--- config.mk ---
export PLATFORM = sky130hd
export DESIGN_NAME = color_sensor_period_meter_top
export DESIGN_NICKNAME = d
export VERILOG_FILES = /design/src/hdl/cspm_pkg.sv /design/src/hdl/cspm_core.sv /design/src/hdl/cspm_out_queue.sv /design/src/hdl/color_sensor_period_meter_top.sv
export SDC_FILE = /design/constraint.sdc
export NUM_CORES = 1
export LEC_CHECK = 0
export ABC_AREA = 1
export BUFFER_PORTS_ARGS = -buffer_cell sky130_fd_sc_hd__buf_2
export CAP_MARGIN = 20
export CORE_MARGIN = 2
export CORE_UTILIZATION = 39
export CTS_BUF_LIST = sky130_fd_sc_hd__clkbuf_4 sky130_fd_sc_hd__clkbuf_8
export DETAILED_ROUTE_END_ITERATION = 12
export PLACE_DENSITY = 0.63
export SLEW_MARGIN = 30
export SYNTH_ARGS = -nofsm -noshare
export SYNTH_HDL_FRONTEND = slang
export SYNTH_SLANG_ARGS = --single-unit
--- constraint.sdc ---
create_clock -name clk -period 4.98 [get_ports clk]
set_clock_uncertainty 0.1 [all_clocks]
set_input_delay 0.249 -clock clk [delete_from_list [all_inputs] [get_ports clk]]
set_output_delay 0.249 -clock clk [all_outputs]
set_load 0.02 [all_outputs]
--- src/hdl/cspm_pkg.sv ---
// Package for the color sensor period meter.
// Holds the result record type and the fixed constants; depends on nothing.
package cspm_pkg;

  localparam int unsigned CAP_W   = 16;
  localparam int unsigned TICKS_W = 17;
  localparam int unsigned CNT_W   = 4;
  localparam int unsigned COLOR_W = 2;

  localparam logic KIND_WRAP    = 1'b0;
  localparam logic KIND_CAPTURE = 1'b1;

  localparam logic [CNT_W-1:0]   CPC_RESET  = 4'd2;
  localparam logic [TICKS_W-1:0] TIMER_SPAN = 17'h10000;

  localparam int unsigned QDEPTH = 3;
  localparam int unsigned QPTR_W = 2;
  localparam int unsigned QCNT_W = 2;

  typedef struct packed {
    logic [COLOR_W-1:0] color_select;
    logic               sample_valid;
    logic [COLOR_W-1:0] sample_color;
    logic [TICKS_W-1:0] sample_ticks;
  } res_t;

endpackage

--- src/hdl/cspm_core.sv ---
// Input register, measurement state and period computation.
// Depends on cspm_pkg.
module cspm_core
  import cspm_pkg::*;
#(
  parameter int unsigned NUM_COLORS = 4
) (
  input  logic             clk,
  input  logic             rst_n,
  input  logic             take,
  input  logic             kind,
  input  logic [CAP_W-1:0] capture_value,
  input  logic             cfg_wr_en,
  input  logic [CNT_W-1:0] cfg_wr_data,
  output logic             res_valid,
  output res_t             res
);

  logic               s1_valid_r;
  logic               s1_kind_r;
  logic [CAP_W-1:0]   s1_cap_r;
  logic [CNT_W-1:0]   cpc_r;
  logic               wrap_pending_r, wrap_pending_nxt;
  logic [CAP_W-1:0]   last_capture_r, last_capture_nxt;
  logic [CNT_W-1:0]   capture_count_r, capture_count_nxt;
  logic [COLOR_W-1:0] color_index_r, color_index_nxt;

  logic [CNT_W-1:0]   target;
  logic [CNT_W-1:0]   next_count;
  logic [TICKS_W-1:0] delta;
  logic [COLOR_W:0]   color_inc;
  logic               report;

  always_ff @(posedge clk) begin
    if (!rst_n) begin
      s1_valid_r <= 1'b0;
    end else begin
      s1_valid_r <= take;
    end
  end

  always_ff @(posedge clk) begin
    if (take) begin
      s1_kind_r <= kind;
      s1_cap_r  <= capture_value;
    end
  end

  always_ff @(posedge clk) begin
    if (!rst_n) begin
      cpc_r <= CPC_RESET;
    end else if (cfg_wr_en) begin
      cpc_r <= cfg_wr_data;
    end
  end

  always_comb begin
    target     = (cpc_r == '0) ? CNT_W'(1) : cpc_r;
    next_count = capture_count_r + CNT_W'(1);
    report     = (next_count >= target);
    color_inc  = {1'b0, color_index_r} + (COLOR_W+1)'(1);
    if (wrap_pending_r) begin
      delta = {1'b0, s1_cap_r} + TIMER_SPAN - {1'b0, last_capture_r};
    end else begin
      delta = {1'b0, s1_cap_r - last_capture_r};
    end

    wrap_pending_nxt  = wrap_pending_r;
    last_capture_nxt  = last_capture_r;
    capture_count_nxt = capture_count_r;
    color_index_nxt   = color_index_r;
    res.sample_valid  = 1'b0;
    res.sample_color  = '0;
    res.sample_ticks  = '0;

    if (s1_valid_r) begin
      if (s1_kind_r == KIND_WRAP) begin
        wrap_pending_nxt = 1'b1;
      end else begin
        wrap_pending_nxt = 1'b0;
        last_capture_nxt = s1_cap_r;
        if (report) begin
          res.sample_valid  = 1'b1;
          res.sample_color  = color_index_r;
          res.sample_ticks  = delta;
          capture_count_nxt = '0;
          if (color_inc >= (COLOR_W+1)'(NUM_COLORS)) begin
            color_index_nxt = '0;
          end else begin
            color_index_nxt = color_inc[COLOR_W-1:0];
          end
        end else begin
          capture_count_nxt = next_count;
        end
      end
    end
    res.color_select = color_index_nxt;
  end

  always_ff @(posedge clk) begin
    if (!rst_n) begin
      wrap_pending_r  <= 1'b0;
      last_capture_r  <= '0;
      capture_count_r <= '0;
      color_index_r   <= '0;
    end else begin
      wrap_pending_r  <= wrap_pending_nxt;
      last_capture_r  <= last_capture_nxt;
      capture_count_r <= capture_count_nxt;
      color_index_r   <= color_index_nxt;
    end
  end

  assign res_valid = s1_valid_r;

endmodule

--- src/hdl/cspm_out_queue.sv ---
// Small result queue that registers results and absorbs output stalls.
// Depends on cspm_pkg.
module cspm_out_queue
  import cspm_pkg::*;
(
  input  logic              clk,
  input  logic              rst_n,
  input  logic              push,
  input  res_t              push_data,
  input  logic              pop_stall,
  output logic              pop_valid,
  output res_t              pop_data,
  output logic [QCNT_W-1:0] count
);

  res_t              entry_r [QDEPTH];
  logic [QPTR_W-1:0] wr_ptr_r, wr_ptr_nxt;
  logic [QPTR_W-1:0] rd_ptr_r, rd_ptr_nxt;
  logic [QCNT_W-1:0] count_r, count_nxt;
  logic              pop;

  assign pop_valid = (count_r != '0);
  assign pop       = pop_valid && !pop_stall;
  assign pop_data  = entry_r[rd_ptr_r];
  assign count     = count_r;

  always_comb begin
    wr_ptr_nxt = wr_ptr_r;
    rd_ptr_nxt = rd_ptr_r;
    count_nxt  = count_r;
    if (push) begin
      wr_ptr_nxt = (wr_ptr_r == QPTR_W'(QDEPTH - 1)) ? '0 : wr_ptr_r + QPTR_W'(1);
    end
    if (pop) begin
      rd_ptr_nxt = (rd_ptr_r == QPTR_W'(QDEPTH - 1)) ? '0 : rd_ptr_r + QPTR_W'(1);
    end
    if (push && !pop) begin
      count_nxt = count_r + QCNT_W'(1);
    end else if (pop && !push) begin
      count_nxt = count_r - QCNT_W'(1);
    end
  end

  always_ff @(posedge clk) begin
    if (!rst_n) begin
      wr_ptr_r <= '0;
      rd_ptr_r <= '0;
      count_r  <= '0;
    end else begin
      wr_ptr_r <= wr_ptr_nxt;
      rd_ptr_r <= rd_ptr_nxt;
      count_r  <= count_nxt;
    end
  end

  always_ff @(posedge clk) begin
    if (push) begin
      entry_r[wr_ptr_r] <= push_data;
    end
  end

endmodule

--- src/hdl/color_sensor_period_meter_top.sv ---
// Color sensor period meter: measures capture-to-capture timer ticks per color filter.
// An accepted request is held in the core's input register, and its result is written into the
// result queue. Throughput is one request per cycle while in_stall is low; the state update
// completes per request, and the three-entry result queue covers the request in flight.
// Synchronous active-low reset clears all measurement state and the queue and sets
// captures_per_color to 2. Depends on cspm_pkg, cspm_core and cspm_out_queue.
module color_sensor_period_meter_top
  import cspm_pkg::*;
#(
  parameter int unsigned NUM_COLORS = 4
) (
  input  logic               clk,
  input  logic               rst_n,
  input  logic               in_valid,
  output logic               in_stall,
  input  logic               in_kind,
  input  logic [CAP_W-1:0]   in_capture_value,
  input  logic               cfg_wr_en,
  input  logic [CNT_W-1:0]   cfg_wr_data,
  output logic               out_valid,
  input  logic               out_stall,
  output logic [COLOR_W-1:0] out_color_select,
  output logic               out_sample_valid,
  output logic [COLOR_W-1:0] out_sample_color,
  output logic [TICKS_W-1:0] out_sample_ticks
);

  logic              take;
  logic              res_valid;
  res_t              res;
  res_t              q_data;
  logic [QCNT_W-1:0] q_count;
  logic [QCNT_W:0]   in_flight;

  assign in_flight = {1'b0, q_count} + {{QCNT_W{1'b0}}, res_valid};
  assign in_stall  = (in_flight >= (QCNT_W+1)'(QDEPTH));
  assign take      = in_valid && !in_stall;

  cspm_core #(
    .NUM_COLORS(NUM_COLORS)
  ) u_core (
    .clk          (clk),
    .rst_n        (rst_n),
    .take         (take),
    .kind         (in_kind),
    .capture_value(in_capture_value),
    .cfg_wr_en    (cfg_wr_en),
    .cfg_wr_data  (cfg_wr_data),
    .res_valid    (res_valid),
    .res          (res)
  );

  cspm_out_queue u_queue (
    .clk      (clk),
    .rst_n    (rst_n),
    .push     (res_valid),
    .push_data(res),
    .pop_stall(out_stall),
    .pop_valid(out_valid),
    .pop_data (q_data),
    .count    (q_count)
  );

  assign out_color_select = q_data.color_select;
  assign out_sample_valid = q_data.sample_valid;
  assign out_sample_color = q_data.sample_color;
  assign out_sample_ticks = q_data.sample_ticks;

endmodule

==> flow_metrics.tcl, run 1 <==
set metrics [dict create \
    p_int_mw 1.72 \
    synthTopCellsByArea "edfxtp_1 45%, dfxtp_1 13%, nand2_1 8.4%" \
    ys.flop_type "edfxtp_1" \
    cp.arrival_ns 2.21 \
    n_fill_cell 1262 \
    postCtsSetupBuffers 0 \
    power.total_mw 2.58 \
    core-area_um2 13900 \
    syn_avg_cell_area_um2 9.50 \
    ys_warn_count 0 \
    grt_pass1_wl_um 18600 \
    ys_types 34 \
    worst_setup_path_end_kind "output port" \
    finalSetupViolCount 0 \
    synth_area_um2 5570 \
    outcome "finished, final reports clean" \
    pwr-share-comb 0.245 \
    worst_hold_path_type "input port to flop" \
    synthesis.nets 641 \
    grt_overflow 0 \
    p_clk_frac 0.311 \
    num_antenna_cells 0 \
    path_cells "buf_4 -> inv_1 -> nand2_1 -> a21oi_1 -> buf_2" \
    antenna_found_initial 0 \
    slew_violations 0 \
    ir_drop_v 0.000141 \
    cts_buffers 17 \
    slew_headroom 0.458 \
    clk_pin_slew_ns 0.07 \
    worst_skew_pair.late_latency_ns 0.43 \
    cts_tree "done" \
    track_usage 0.159 \
    synth_edf_count 83 \
    synthTopCellsByCount "124 x nand2_1, 83 x edfxtp_1, 77 x inv_1" \
    fmax_ghz 0.390 \
    final-instance-count-excl-fill 864 \
    drt_iter0_drc 268 \
    drtAntennaViolNets 0 \
    crit_type "flop to output port" \
    place_ws_ns 2.72 \
    wl_per_cell_um 13.1 \
    p_seq_frac 0.444 \
    root_buffer "clkbuf_8" \
    synth_most_common_cell "nand2_1" \
    finalWorstSetupSlack_ns 2.42 \
    ios 50 \
    netSwitchingPower_mw 0.856 \
    dieArea_um2 15300 \
    rsz0062_at_grt "false" \
    p_per_area_nw_per_um2 388 \
    p_sw_frac 0.332 \
    place.gp.congestion 0.832 \
    slowest_delay_ns 0.61 \
    wl_um 11400 \
    cap_violations 0 \
    cp-start-kind "flop" \
    area_growth_pct 19.0 \
    viasPerCell 4.71 \
    finalCritPeriodShare 0.514 \
    rr_startpoint "u_core.capture_count_r[0]$_SDFFE_PN0P_" \
    yosysSeqAreaShare 0.576 \
    final_nets 725 \
    dieWidth_um 124 \
    leakagePower_nw 2.93 \
    cts_max_level 4 \
    dp_cells 809 \
    drc 0 \
    ys_ff_latch 119 \
    die_y_um 124 \
    syn_inst 587 \
    fin_setup_tns_ns 0 \
    min_from "cfg_wr_en" \
    hpwlAfterDp_um 7750 \
    grt_pass1_vias 3934 \
    period_needed_ns 2.56 \
    cts.path.max_buffers 2 \
    portBuffers 49 \
    clock-sinks 119 \
    initial_core_util 0.400 \
    drive_above_1_share 0.178 \
    synth_area_leader_cell "edfxtp_1" \
    worstPathMaxFanout 23 \
    yosys.area.top_type_share 0.447 \
    cp_slowest_cell "inv_1" \
    hold_viol_final 0 \
    critPathRequiredTime_ns 4.63 \
    std_cell_rows 43 \
    synthArstFlopShare 0 \
    grt_max_degree 24 \
    tightestPinTransition_ns 0.812 \
    drt_pass1_iterations 4 \
    vias 4066 \
]
[power groups by stage]
| stage | Combinational [mW] | Clock [mW] | Sequential (mW) |
|---|---|---|---|
| 2_1_floorplan | 0.434 | 0 | 1.16 |
| 3_3_place_gp | 0.619 | 0 | 1.16 |
| 3_5_place_dp | 0.622 | 0 | 1.17 |
| 4_1_cts | 0.639 | 0.820 | 1.14 |
| 5_1_grt | 0.707 | 0.863 | 1.15 |
| 6_report | 0.632 | 0.800 | 1.14 |
[through the flow]
stage / util / hold slack (ns) / instance area (um^2)
2_1_floorplan: - / 0.248 / 5570
3_3_place_gp: 0.434 / 0.327 / 6040
3_5_place_dp: 0.434 / 0.327 / 6040
4_1_cts: 0.476 / 0.00305 / 6630
5_1_grt: 0.476 / 0.0476 / 6630
6_report: 0.476 / 0.0318 / 6630
[layer usage]
metal	vias to the layer above	part of all wire	global-route usage
met4	0	0.012	0.0554
met5	-	0	0
li1	2092	-	-
met1	1860	0.48	0.213
met3	14	0.044	0.0415
met2	100	0.46	0.251
[path summary, 6_finish.rpt]
| kind | to | slack (ns) | cells past startpoint |
|---|---|---|---|
| max | out_color_select[0] | 2.42 | 5 |
| min reg2reg | u_core.last_capture_r[11]$_SDFFE_PN0P_ | 0.39 | 2 |
| max reg2reg | u_queue.entry_r[0][15]$_DFFE_PP_ | 2.70 | 12 |
| min | u_core.cpc_r[0]$_SDFFE_PN0P_ | 0.03 | 3 |
[what timing repair did]
item | in CTS | in global routing
endpoints found under the hold margin | 21 | 0
resized for setup | 0 | 0
hold buffers | 23 | 0
[critical path, delay by kind of cell (launching register included)]
kind	cells	cell delay, ns
and+or+nand+nor	1	0.10
DFF	1	0.30
AOI/OAI and AO/OA	1	0.32
buffers and inverters	3	1.05
[cell type report]
| cell class | instances | area, um^2 | area share |
|---|---|---|---|
| multi-input combinational | 369 | 1990 | 0.300 |
| timing repair buffer | 77 | 513 | 0.0773 |
| clock inverter | 15 | 128 | 0.0192 |
| tap | 180 | 225 | 0.0340 |
| sequential | 119 | 3210 | 0.484 |
| inverter | 87 | 329 | 0.0496 |
| clock buffer | 17 | 234 | 0.0353 |
[sequential cells by signal (all words and copies together) (netlist names), 4 cells and up, named ones only]
| name | count |
|---|---|
| u_core.last_capture_r | 16 |
| u_core.s1_cap_r | 16 |
| u_queue.entry_r | 66 |
| u_core.capture_count_r | 4 |
| u_core.cpc_r | 4 |
[cells in the final DEF (no fill, tap or decap), types with 5 or more instances in the layout]
cell type / netlist / routed
nand2_1: 124 / 124
o21ai_0: 24 / 24
xor2_1: 5 / 5
nor2_1: 61 / 61
dlygate4sd3_1: 0 / 23
edfxtp_1: 83 / 83
ha_1: 27 / 27
clkbuf_8: 0 / 17
nand2_2: 9 / 9
inv_2: 9 / 10
inv_1: 77 / 76
a21oi_1: 68 / 68
dfxtp_1: 36 / 36
buf_2: 2 / 49
nand3_1: 14 / 14
buf_4: 1 / 5
[kinds of logic after synthesis]
kind of cell,share of synthesized area
flip-flops,0.576
AND/OR/NAND/NOR,0.184
XOR/XNOR,0.0141
adder cells (fa/ha/maj),0.0642
buffers and inverters,0.0682
AO/OA/AOI/OAI,0.0934
Note: power is estimated with default switching activity, not from simulation.
==> run 2, diff against run 1 <==
==> constraint.sdc (replaced) <==
create_clock -name clk -period 2.6 [get_ports clk]
set_clock_uncertainty 0.1 [all_clocks]
set_input_delay 0.13 -clock clk [delete_from_list [all_inputs] [get_ports clk]]
set_output_delay 0.13 -clock clk [all_outputs]
set_load 0.02 [all_outputs]
==> flow_metrics.tcl, run 2 (same netlist as run 1, synthesis figures left out) <==
set metrics [dict create \
    outcome "finished, final reports clean" \
    drt_iter0_drc 223 \
    drt_pass1_iterations 4 \
    fmax_ghz 0.445 \
    path_cells "nand3_1 -> xor2_1 -> inv_1 -> ha_1 -> nand2_1 -> inv_1 -> nand2_1 -> nand2_1 -> nand2_2 -> inv_4 -> nand2_1 -> nor2_1" \
    area_growth_pct 21.4 \
    viasPerCell 4.68 \
    initial_core_util 0.400 \
    std_cell_rows 43 \
    tightestPinTransition_ns 0.637 \
    portBuffers 49 \
    path_common_cell "nand2_1" \
    cts.path.max_buffers 2 \
    hold_viol_final 0 \
    drtAntennaViolNets 0 \
    rsz0062_at_grt "false" \
    largest_reg_flops 66 \
    p_per_area_nw_per_um2 742 \
    cp.arrival_ns 2.41 \
    slowest_delay_ns 0.41 \
    final_common_cell "nand2_1" \
    leakagePower_nw 3.00 \
    antenna_found_initial 0 \
    cts_buffers 17 \
    slew_violations 0 \
    finalSetupViolCount 0 \
    clock-sinks 119 \
    ios 50 \
    regMostFlops "u_queue.entry_r" \
    top_regs "u_queue.entry_r (66), u_core.last_capture_r (16), u_core.s1_cap_r (16)" \
    grt_pass1_wl_um 19300 \
    drc 0 \
    worst_skew_pair.late_latency_ns 0.44 \
    final_nets 737 \
    worst_hold_path_type "input port to flop" \
    vias 4096 \
    slew_headroom 0.575 \
    startpoint "u_core.capture_count_r[0]$_SDFFE_PN0P_" \
    track_usage 0.168 \
    worst_setup_path_end_kind "flop" \
    crit_buf_inv 3 \
    wl_per_cell_um 13.3 \
    fin_hold_ws_ns 0.287 \
    min_from "in_capture_value[4]" \
    die_y_um 124 \
    hpwlAfterDp_um 8040 \
    fin_setup_tns_ns 0 \
    ir_drop_v 0.000299 \
    clk_pin_slew_ns 0.07 \
    finalCritPeriodShare 0.864 \
    critPathTopFamily "simple AND/OR/NAND/NOR gates" \
    grt_pass1_vias 4071 \
    layout_common_cells "124 x nand2_1, 83 x edfxtp_1, 77 x inv_1" \
    cts_tree "done" \
    drive_above_1_share 0.178 \
    root_buffer "clkbuf_8" \
    core-area_um2 13900 \
    crit_type "flop to flop" \
    rr_startpoint "u_core.capture_count_r[0]$_SDFFE_PN0P_" \
    cts_max_level 4 \
    place.gp.congestion 0.845 \
    critPathRequiredTime_ns 2.77 \
    dieWidth_um 124 \
    cp-start-kind "flop" \
    period_needed_ns 2.25 \
    num_antenna_cells 0 \
    postCtsSetupBuffers 0 \
    dieArea_um2 15300 \
    cp_slowest_cell "dfxtp_1" \
    grt_max_degree 23 \
    cap_violations 0 \
    worstPathMaxFanout 14 \
    grt_overflow 0 \
    wl_um 11600 \
]
run 2: cell types whose count changed in the layout (fill, tap and decap cells not counted), sizes merged:
| cell | before | now |
|---|---|---|
| clkinv | 6 | 8 |
| dlygate4sd3 | 23 | 32 |
| clkinvlp | 4 | 3 |
| bufinv | 1 | 2 |
| buf | 54 | 57 |
| inv | 91 | 87 |
| clkbuf | 17 | 19 |
run 2: timing repair:
item | CTS | global route
hold buffers | 32 | 0
hold endpoints to repair | 33 | 0
endpoints found under the setup margin | 0 | 0
gates resized for setup | 0 | 0
run 2: metrics by stage:
step	worst slack (ns)	instance area [um^2]	power, mW	util	instances
CTS	0.345	6770	5.07	0.485	876
finish	0.353	6770	5.02	0.485	876
floorplan	0.236	5580	3.06	-	587
global placement	0.482	6060	3.41	0.435	812
global route	0.113	6770	5.31	0.485	876
detailed placement	0.360	6060	3.43	0.435	812
run 2: worst paths after layout:
path / end / slack, ns / cells after the start
setup / recovery: u_queue.entry_r[1][10]$_DFFE_PP_ / 0.35 / 12
hold / removal: u_core.s1_cap_r[4]$_DFFE_PP_ / 0.29 / 2
hold reg to reg: u_core.last_capture_r[14]$_SDFFE_PN0P_ / 0.39 / 2
setup reg to reg: u_queue.entry_r[1][10]$_DFFE_PP_ / 0.35 / 12
run 2: area by class of cell:
type                    instances  area [um^2]
fillers                      1278         7170
clock inverters                13          133
clock buffers                  19          249
multi-input cells             369         1990
inverters                      87          329
repair buffers                 89          626
well taps                     180          225
flip-flops and latches        119         3210
run 2: worst register-to-register path, cell delays in order, from the launching register on:
cell and delay (ns):
dfxtp_1 0.41, nand3_1 0.11, xor2_1 0.19, inv_1 0.07, ha_1 0.29, nand2_1 0.05
inv_1 0.04, nand2_1 0.04, nand2_1 0.14, nand2_2 0.21, inv_4 0.17, nand2_1 0.08
nor2_1 0.17
run 2: report_power, final:
part	internal [mW]	switching [mW]
Combinational	0.416	0.802
Clock	0.863	0.744
Sequential	2.14	0.0555
Total	3.42	1.60
run 2: layer usage:
metal,vias up,global-route usage,wire [um]
met4,0,0.0582,163
met3,14,0.0512,503
met5,-,0,0
li1,2114,-,-
met2,79,0.279,5480
met1,1889,0.209,5500
